--- src/hw/rtl/isad_pkg.sv ---
// ----------------------------------------------------------------------------
// isad_pkg
// Shared types and codes for the indexed shift-array deque.
// ----------------------------------------------------------------------------
package isad_pkg;

  localparam int DEF_CAPACITY    = 64;
  localparam int DEF_ENTRY_WIDTH = 32;

  localparam logic [3:0] REQ_GET        = 4'd0;
  localparam logic [3:0] REQ_SET        = 4'd1;
  localparam logic [3:0] REQ_INSERT     = 4'd2;
  localparam logic [3:0] REQ_REMOVE     = 4'd3;
  localparam logic [3:0] REQ_PUSH_BACK  = 4'd4;
  localparam logic [3:0] REQ_PUSH_FRONT = 4'd5;
  localparam logic [3:0] REQ_POP_FRONT  = 4'd6;
  localparam logic [3:0] REQ_POP_BACK   = 4'd7;
  localparam logic [3:0] REQ_LOOK_FRONT = 4'd8;
  localparam logic [3:0] REQ_LOOK_BACK  = 4'd9;

  localparam logic [1:0] ST_OK     = 2'd0;
  localparam logic [1:0] ST_BADIDX = 2'd1;
  localparam logic [1:0] ST_FULL   = 2'd2;
  localparam logic [1:0] ST_EMPTY  = 2'd3;

  typedef struct packed {
    logic [3:0]  req_type;
    logic [6:0]  position;
    logic [31:0] entry_in;
  } req_t;

  typedef struct packed {
    logic [1:0]  status;
    logic [6:0]  result_index;
    logic [31:0] entry_out;
    logic [6:0]  count_out;
    logic        is_empty;
  } rsp_t;

endpackage

--- src/hw/rtl/indexed_shift_array_deque_core.sv ---
// ----------------------------------------------------------------------------
// indexed_shift_array_deque_core
// Ordered list of entry handles in a single-port-write memory, edited by a
// small sequencer that moves one entry at a time.
// ----------------------------------------------------------------------------
// One request is taken at a time; req_stall stays high until its result is
// loaded into the output register. Get, set, look and pop back move no entries.
// Insert and the pushes shift the entries at and above the index up by one,
// remove and pop front shift the entries above it down by one (pop front after
// a read of the popped entry): every shifted entry costs one memory read and
// one memory write through the single write port of the entry memory. The
// result register frees the input side while a result waits to be taken. No
// clearing pass is needed after reset.
module indexed_shift_array_deque_core #(
  parameter int CAPACITY    = isad_pkg::DEF_CAPACITY,
  parameter int ENTRY_WIDTH = isad_pkg::DEF_ENTRY_WIDTH
) (
  input  logic           clk,
  input  logic           rst,
  input  logic           req_valid,
  output logic           req_stall,
  input  isad_pkg::req_t req,
  output logic           rsp_valid,
  input  logic           rsp_stall,
  output isad_pkg::rsp_t rsp
);

  localparam int AW   = (CAPACITY > 1) ? $clog2(CAPACITY) : 1;
  localparam int CW   = $clog2(CAPACITY + 1);
  localparam int CMPW = (CW > 7) ? CW : 7;

  typedef enum logic [2:0] {
    S_IDLE, S_FETCH, S_FETCHD, S_SHRD, S_SHWR, S_OUT
  } state_t;

  typedef enum logic [1:0] {M_NONE, M_UP, M_DOWN} mode_t;

  state_t                 state;
  mode_t                  mode;
  logic [CW-1:0]          count;
  logic [CW-1:0]          ptr;
  logic [CW-1:0]          stop;
  logic [AW-1:0]          fetch_addr;
  logic [ENTRY_WIDTH-1:0] val;
  logic [ENTRY_WIDTH-1:0] eout;
  logic [CW-1:0]          ridx;
  logic [1:0]             status;

  logic [ENTRY_WIDTH-1:0] mem [CAPACITY];
  logic [ENTRY_WIDTH-1:0] rd_data;
  logic [AW-1:0]          rd_addr;
  logic                   wr_en;
  logic [AW-1:0]          wr_addr;
  logic [ENTRY_WIDTH-1:0] wr_data;

  logic                   accept;
  logic                   out_free;
  logic [CMPW-1:0]        posx;
  logic [CMPW-1:0]        cntx;
  logic                   full;
  logic                   empty;
  logic [CW-1:0]          pos_c;
  logic [CW-1:0]          last;
  logic [63:0]            wide_in;
  logic [ENTRY_WIDTH-1:0] val_in;
  logic [63:0]            wide_out;

  assign accept    = req_valid && !req_stall;
  assign req_stall = (state != S_IDLE);
  assign out_free  = !rsp_valid || !rsp_stall;
  assign posx      = CMPW'(req.position);
  assign cntx      = CMPW'(count);
  assign full      = (count == CW'(CAPACITY));
  assign empty     = (count == '0);
  assign pos_c     = CW'(req.position);
  assign last      = count - CW'(1);
  assign wide_in   = 64'(req.entry_in);
  assign val_in    = wide_in[ENTRY_WIDTH-1:0];
  assign wide_out  = 64'(eout);

  always_comb begin
    rd_addr = fetch_addr;
    wr_en   = 1'b0;
    wr_addr = ptr[AW-1:0];
    wr_data = rd_data;
    unique case (state)
      S_SHRD: begin
        if (mode == M_UP) begin
          rd_addr = AW'(ptr - CW'(1));
          if (ptr == stop) begin
            wr_en   = 1'b1;
            wr_data = val;
          end
        end else begin
          rd_addr = AW'(ptr + CW'(1));
        end
      end
      S_SHWR: begin
        wr_en = 1'b1;
      end
      default: begin
        rd_addr = fetch_addr;
      end
    endcase
  end

  always_ff @(posedge clk) begin
    if (wr_en) begin
      mem[wr_addr] <= wr_data;
    end
    rd_data <= mem[rd_addr];
  end

  always_ff @(posedge clk) begin
    if (rst) begin
      state     <= S_IDLE;
      count     <= '0;
      rsp_valid <= 1'b0;
      mode      <= M_NONE;
    end else begin
      if (rsp_valid && !rsp_stall && state != S_OUT) begin
        rsp_valid <= 1'b0;
      end
      unique case (state)
        S_IDLE: begin
          if (accept) begin
            status     <= isad_pkg::ST_OK;
            ridx       <= '0;
            eout       <= '0;
            val        <= val_in;
            mode       <= M_NONE;
            fetch_addr <= '0;
            ptr        <= count;
            stop       <= '0;
            state      <= S_OUT;
            case (req.req_type)
              isad_pkg::REQ_GET: begin
                if (posx < cntx) begin
                  ridx       <= pos_c;
                  fetch_addr <= AW'(pos_c);
                  state      <= S_FETCH;
                end else begin
                  status <= isad_pkg::ST_BADIDX;
                end
              end
              isad_pkg::REQ_SET: begin
                if (posx < cntx) begin
                  ridx  <= pos_c;
                  mode  <= M_UP;
                  ptr   <= pos_c;
                  stop  <= pos_c;
                  state <= S_SHRD;
                end else begin
                  status <= isad_pkg::ST_BADIDX;
                end
              end
              isad_pkg::REQ_INSERT: begin
                if (posx > cntx) begin
                  status <= isad_pkg::ST_BADIDX;
                end else if (full) begin
                  status <= isad_pkg::ST_FULL;
                end else begin
                  ridx  <= pos_c;
                  mode  <= M_UP;
                  stop  <= pos_c;
                  count <= count + CW'(1);
                  state <= S_SHRD;
                end
              end
              isad_pkg::REQ_REMOVE: begin
                if (posx < cntx) begin
                  ridx  <= pos_c;
                  mode  <= M_DOWN;
                  ptr   <= pos_c;
                  stop  <= last;
                  count <= last;
                  state <= S_SHRD;
                end else begin
                  status <= isad_pkg::ST_BADIDX;
                end
              end
              isad_pkg::REQ_PUSH_BACK: begin
                if (full) begin
                  status <= isad_pkg::ST_FULL;
                end else begin
                  ridx  <= count;
                  mode  <= M_UP;
                  stop  <= count;
                  count <= count + CW'(1);
                  state <= S_SHRD;
                end
              end
              isad_pkg::REQ_PUSH_FRONT: begin
                if (full) begin
                  status <= isad_pkg::ST_FULL;
                end else begin
                  mode  <= M_UP;
                  count <= count + CW'(1);
                  state <= S_SHRD;
                end
              end
              isad_pkg::REQ_POP_FRONT: begin
                if (empty) begin
                  status <= isad_pkg::ST_EMPTY;
                end else begin
                  mode  <= M_DOWN;
                  ptr   <= '0;
                  stop  <= last;
                  count <= last;
                  state <= S_FETCH;
                end
              end
              isad_pkg::REQ_POP_BACK: begin
                if (empty) begin
                  status <= isad_pkg::ST_EMPTY;
                end else begin
                  ridx       <= last;
                  fetch_addr <= AW'(last);
                  count      <= last;
                  state      <= S_FETCH;
                end
              end
              isad_pkg::REQ_LOOK_FRONT: begin
                if (empty) begin
                  status <= isad_pkg::ST_EMPTY;
                end else begin
                  state <= S_FETCH;
                end
              end
              isad_pkg::REQ_LOOK_BACK: begin
                if (empty) begin
                  status <= isad_pkg::ST_EMPTY;
                end else begin
                  ridx       <= last;
                  fetch_addr <= AW'(last);
                  state      <= S_FETCH;
                end
              end
              default: begin
                status <= isad_pkg::ST_OK;
              end
            endcase
          end
        end
        S_FETCH: begin
          state <= S_FETCHD;
        end
        S_FETCHD: begin
          eout  <= rd_data;
          state <= (mode == M_NONE) ? S_OUT : S_SHRD;
        end
        S_SHRD: begin
          state <= (ptr == stop) ? S_OUT : S_SHWR;
        end
        S_SHWR: begin
          ptr   <= (mode == M_UP) ? ptr - CW'(1) : ptr + CW'(1);
          state <= S_SHRD;
        end
        S_OUT: begin
          if (out_free) begin
            rsp.status       <= status;
            rsp.result_index <= 7'(ridx);
            rsp.entry_out    <= wide_out[31:0];
            rsp.count_out    <= 7'(count);
            rsp.is_empty     <= empty;
            rsp_valid        <= 1'b1;
            state            <= S_IDLE;
          end
        end
        default: begin
          state <= S_IDLE;
        end
      endcase
    end
  end

endmodule

--- config.mk ---
export PLATFORM = sky130hd
export DESIGN_NAME = indexed_shift_array_deque_core
export DESIGN_NICKNAME = d
export VERILOG_FILES = /design/src/hw/rtl/isad_pkg.sv /design/src/hw/rtl/indexed_shift_array_deque_core.sv
export SDC_FILE = /design/constraint.sdc
export NUM_CORES = 2
export LEC_CHECK = 0
export BUFFER_PORTS_ARGS = -buffer_cell sky130_fd_sc_hd__buf_2
export CAP_MARGIN = 40
export CORE_ASPECT_RATIO = 0.5
export CORE_MARGIN = 2
export CORE_UTILIZATION = 35
export CTS_BUF_LIST = sky130_fd_sc_hd__clkbuf_8
export DETAILED_ROUTE_END_ITERATION = 16
export GPL_TIMING_DRIVEN = 0
export SETUP_SLACK_MARGIN = 0.02
export SLEW_MARGIN = 15
export SYNTH_ARGS = -nofsm -noshare
export SYNTH_HDL_FRONTEND = slang
export SYNTH_SLANG_ARGS = --single-unit
--- constraint.sdc ---
create_clock -name clk -period 7.5 [get_ports clk]
set_clock_uncertainty 0.2 [all_clocks]
set_input_delay 1.5 -clock clk [delete_from_list [all_inputs] [get_ports clk]]
set_output_delay 1.5 -clock clk [all_outputs]
set_load 0.01 [all_outputs]
After elaboration in Yosys (flattened, before gate mapping)
Memories as Yosys holds them, arrays and structs flattened. A register that Yosys moved wholly into a read port is not among the register bits.
Cells that the tools add are included.
{"block": "classes", "addsub": 4, "order_cmp": 2, "eq_ne": 23, "n_mux": 59, "bitwise": 1, "reduce_logical": 28}
{"cell": "$mux W32", "count": 4}
{"cell": "$mux W7", "count": 14}
{"cell": "$pmux W32 S2", "count": 1}
{"cell": "$pmux W7 S4", "count": 2}
{"cell": "$pmux W7 S5", "count": 1}
{"cell": "$pmux W7 S2", "count": 2}
{"cell": "$mux W3", "count": 8}
{"cell": "$mux W6", "count": 4}
{"cell": "$pmux W3 S6", "count": 1}
{"cell": "$eq A4 B3 Y1 const B", "count": 4}
{"cell": "$pmux W3 S5", "count": 1}
{"cell": "$add A7 B1 Y7 const B", "count": 2}
{"cell": "$sub A7 B1 Y7 const B", "count": 2}
{"cell": "$mux W1", "count": 12}
{"cell": "$pmux W6 S2", "count": 1}
{"cell": "$reduce_and A3 Y1", "count": 4}
{"cell": "$mux W2", "count": 5}
{"cell": "$ne A2 B2 Y1 const B", "count": 5}
{"cell": "$pmux W2 S5", "count": 1}
{"cell": "$eq A4 B2 Y1 const B", "count": 2}
{"cell": "$eq A4 B4 Y1 const B", "count": 2}
{"cell": "$pmux W2 S4", "count": 1}
{"cell": "$reduce_or A2 Y1", "count": 4}
{"cell": "$eq A7 B7 Y1", "count": 1}
{"cell": "25 further kinds", "count": 33}
{"block": "word_totals", "regBits": 155, "ram_bits": 2048, "input_bits": 47, "output_inout_bits": 51, "wordCells": 134, "n_memories": 1}
{"memory": "mem", "words": 64, "width": 32, "rd": 1, "rd_ports_with_merged_regs": 1, "write_ports": 1, "line_no": "indexed_shift_array_deque_core.sv:49", "rtl": "logic [ENTRY_WIDTH-1:0] mem [CAPACITY];"}

Logic depth before layout (Yosys ltp)
{"block": "depth", "depth_word": 6, "ltp_mapped": 16, "ltp_nobuf": 11}

Worst setup path after synthesis
OpenSTA, ideal clock, no wires.
{"block": "synth_path", "path_kind": "in2reg", "startpoint": "input rst", "endpoint": "register rsp[0] (netlist name) (enable)", "setup_time_ns": 0.526, "arrival_time_ns": 5.304, "t_required_ns": 6.774, "setup_slack_ns": 1.470, "cell_stages": 2, "path_buffers": 1, "cell_sequence": "clkbuf_1 -> nor3b_1"}
{"block": "synth_between", "elab_chain_len": 2}
{"element": "from (decl)", "line_no": "indexed_shift_array_deque_core.sv:19", "rtl": "input logic rst,"}
{"element": "$not A1 Y1 (no line)"}
{"element": "$reduce_and A3 Y1 (no line)"}
{"element": "to (decl)", "line_no": "indexed_shift_array_deque_core.sv:25", "rtl": "output isad_pkg::rsp_t rsp"}
No other way between the ends.
A chain may end at the register's enable or synchronous reset.

Worst setup path in the final report
{"block": "layout_path", "startpoint": "register ptr[0]", "endpoint": "register rd_data[1] (read register of mem)"}
{"block": "layout_between", "elab_chain_len": 3, "word_cells_on_any_way": 4, "cone_classes": "2 x add/sub; 2 x mux"}
{"element": "from (decl)", "line_no": "indexed_shift_array_deque_core.sv:41", "rtl": "logic [CW-1:0] ptr;"}
{"element": "from (signal assigned)", "line_no": "indexed_shift_array_deque_core.sv:133", "rtl": "ptr <= count;"}
{"element": "from (signal assigned)", "line_no": "indexed_shift_array_deque_core.sv:150", "rtl": "ptr <= pos_c;"}
{"element": "from (signal assigned)", "line_no": "indexed_shift_array_deque_core.sv:174", "rtl": "ptr <= pos_c;"}
{"element": "$add A7 B1 Y7 or $sub A7 B1 Y7 (tied branches)"}
{"element": "$mux W6 (*)", "line_no": "indexed_shift_array_deque_core.sv:88", "rtl": "if (mode == M_UP) begin"}
{"element": "$mux W6 (*)", "line_no": "indexed_shift_array_deque_core.sv:86", "rtl": "unique case (state)"}
{"element": "to (decl)", "line_no": "indexed_shift_array_deque_core.sv:50", "rtl": "logic [ENTRY_WIDTH-1:0] rd_data;"}
Every way passes the cells marked *; elsewhere a longest branch is shown, timed or not.

==> run_results.csv <==
group,metric,value,unit
floorplanning,coreArea,248100,µm²
yosys,synth_area_leader_cell,"edfxtp_1",
routing,vias,54340,
run,maxCapViolCount,0,
power_and_ir_drop,powerDensity,288.4,nW/µm²
global_routing,grt_pass1_vias,51500,
clock_network,cts_setup_buffers,0,
floorplanning,placementRows,129,
global_routing,overflow,0,
yosys,yosysMostFrequentCell,"edfxtp_1",
yosys,synthTopCellsByCount,"2,190 x edfxtp_1, 781 x nand2_1, 390 x mux2i_1",
worst_setup_path,crit_top_cell,"clkbuf_1",
worst_setup_path,critPathBufInv,4,
yosys,synth_ff_type,"edfxtp_1",
clock_network,cts_htree_levels,5,
clock_network,cts_buffers,347,
worst_setup_path,cp-start-kind,"flop",
finish,final_nets,6104,
power_and_ir_drop,vdd_drop_max,0.2249,mV
yosys,netlist_top_cells_area,"edfxtp_1 75%, mux2i_1 4.5%, nand2_1 3.3%, mux2_2 1.8%, nand3_1 1.5%",
yosys,yosysTopAreaCellShare,0.7506,
clock_network,cts_buffer_depth,4,
finish,area_delta_synth_final,16.07,%
yosys,syn-num-nets,5506,
worst_setup_path,path_delay_family,"simple AND/OR/NAND/NOR gates",
worst_setup_path,reg2regPathDepth,13,
sta,setup_viol,0,
routing,wirelength,285.1,mm
routing,routedWlPerCell,29.59,µm
worst_setup_path,cp.arrival,7.27,ns
worst_setup_path,critical_path.max_fanout,10,
place,placed_area,95600,µm²
global_routing,grt_usage,0.2174,
floorplanning,io_pins,98,
clock_network,post_cts_resized,0,
floorplanning,die_h,357.8,µm
routing,drtIter0Drc,8318,
sta,fmax,148.9,MHz
place,hpwl,191.8,mm
clock_network,root_buffer,"clkbuf_8",
place,port-buffer-count,94,
floorplanning,die-area,254600,µm²
hold_path,hold_depth,0,
status,status,"complete, but fails checks",
finish,final_core_util,0.4100,
routing,route.detailed.drc,4,
sta,finalHoldViolations,0,
clock_network,path_clk_slew,0.06,ns
yosys,yosysWarnings,0,
floorplanning,die_w,711.6,µm
place,gp_congestion,0.9362,
sta,setup_ws,0.7859,ns
worst_setup_path,slowest_stage,"nor2_1",
yosys,syn_area_per_cell,16.08,µm²
sta,period_share,0.8952,
yosys,ys_ff_latch,2235,
sta,slew_headroom,0.3550,
power_and_ir_drop,power.leakage,33.81,nW
global_routing,grt_max_degree,65,
global_routing,grt_pass1_wl,392.8,mm
worst_setup_path,cp_cell_sequence,"buf_2 -> inv_1 -> ha_1 -> nand2b_1 -> a21oi_1 -> o21ai_1 -> nand2_1 -> nor2_1 -> clkbuf_1 -> clkbuf_1 -> a221oi_1 -> a22oi_1 -> nand3_1",
clock_network,cts.sinks,2235,
routing,detail_route.vias_per_cell,5.639,
global_routing,antenna_found_initial,13,
clock_network,hold_buffers,0,
yosys,syn_area,87620,µm²
worst_setup_path,critical_path.max_stage_delay,0.88,ns
finish,stdcell_area,101700,µm²
clock_network,cts_tree,"yes",
sta,period_minus_slack,6.714,ns
power_and_ir_drop,p_total,29.34,mW
worst_setup_path,worstPathRequired,8.05,ns
yosys,ys_types,72,
routing,drtPass1Iterations,13,
place,place_ws,1.322,ns
yosys,synth-async-reset-ratio,0,
yosys,synth_edf_count,2190,
status,failed_checks,"DRC",
routing,final_antenna_net_count,0,
hold_path,holdCritPathClass,"reg2reg",
yosys,synthCells,5448,
floorplanning,start_util,0.3532,
yosys,yosysSeqAreaShare,0.7608,
sta,report.final.slew_viol_count,0,
finish,drive_gt1_frac,0.1712,
worst_setup_path,cp.depth,13,
sta,worst_pin_slew,0.9553,ns
worst_setup_path,crit_type,"reg2reg",
worst_setup_path,cp-end-kind,"flop",
sta,tns,0,ns
worst_setup_path,r2r_slack,0.79,ns
clock_network,clk_latency,1.08,ns
sta,rsz0062_at_grt,"no",
## logic make-up (layout without fill, tap and decap cells)
group,count (synthesis),after routing,share of synthesized area
DFF,2235,2235,0.7608
and+or+nand+nor,1403,1403,0.07040
AOI/OAI and AO/OA,852,852,0.06846
muxes,586,586,0.07668
buffers and inverters,344,1181,0.02035
xor gates and xnor gates,17,17,0.001699
adders and majority gates,11,11,0.001571
other,0,11,0
## registers in the layout (all words and copies together) (netlist names), 6 cells and up
signal and flops:
ptr 7, fetch_addr 6, eout 32, cntx 7, ridx 7, rsp 49, mem 2048, stop 7
val 32, rd_data 32
## worst paths after layout
kind / start / endpoint
setup / recovery: ptr[0] / rd_data[1]
hold / removal: eout[23] / rsp[31]
setup reg to reg: ptr[0] / rd_data[1]
hold reg to reg: eout[23] / rsp[31]
## per-stage QoR
| step | instances | hold WS, ns |
|---|---|---|
| floorplan | 5448 | 0.2003 |
| global placement | 8882 | 0.2011 |
| detailed placement | 9032 | 0.2045 |
| CTS | 9620 | 0.2162 |
| global route | 9634 | 0.2235 |
| finish | 9636 | 0.2130 |
## power by group
part	leakage, nW	switching (mW)	internal (mW)	total (mW)
sequential	20.1	0.103	15.1	15.2
clock	3.50	4.73	4.53	9.26
combinational	10.2	3.72	1.19	4.91
## layout by cell type, fill, tap and decap left out, drive strengths merged, types with 13 or more instances in the layout
master / instances
a211o: 21
a21oi: 159
a221oi: 75
a22oi: 16
a311oi: 13
a31o: 19
a31oi: 50
a32o: 36
a32oi: 82
and2: 48
and3: 18
buf: 400
clkbuf: 541
clkinv: 91
dfxtp: 45
edfxtp: 2190
inv: 141
mux2: 142
mux2i: 390
mux4: 54
nand2: 782
nand3: 256
nand4: 47
nor2: 163
nor3: 21
o211ai: 13
o21ai: 107
o221ai: 41
o22ai: 146
or4: 19
## layer usage
metal	global-route usage	part of all wire	up-vias	wire, µm
met3	0.06279	0.12	628	34870
met1	0.2939	0.40	27470	113000
li1	-	-	22660	-
met2	0.3340	0.44	3569	125800
met5	0	0.00024	-	69
met4	0.08191	0.040	12	11320
## cell type report
class / instances / area, µm²
clock inverters: 223 / 950.9
clock buffers: 365 / 5024
diodes: 11 / 27.53
repair buffers: 249 / 3278
fillers: 22350 / 146400
multi-input cells: 2869 / 19790
plain buffers: 327 / 1728
well taps: 3340 / 4179
flip-flops and latches: 2235 / 66660
inverters: 17 / 63.81
Power figures use the tool's default switching activity.
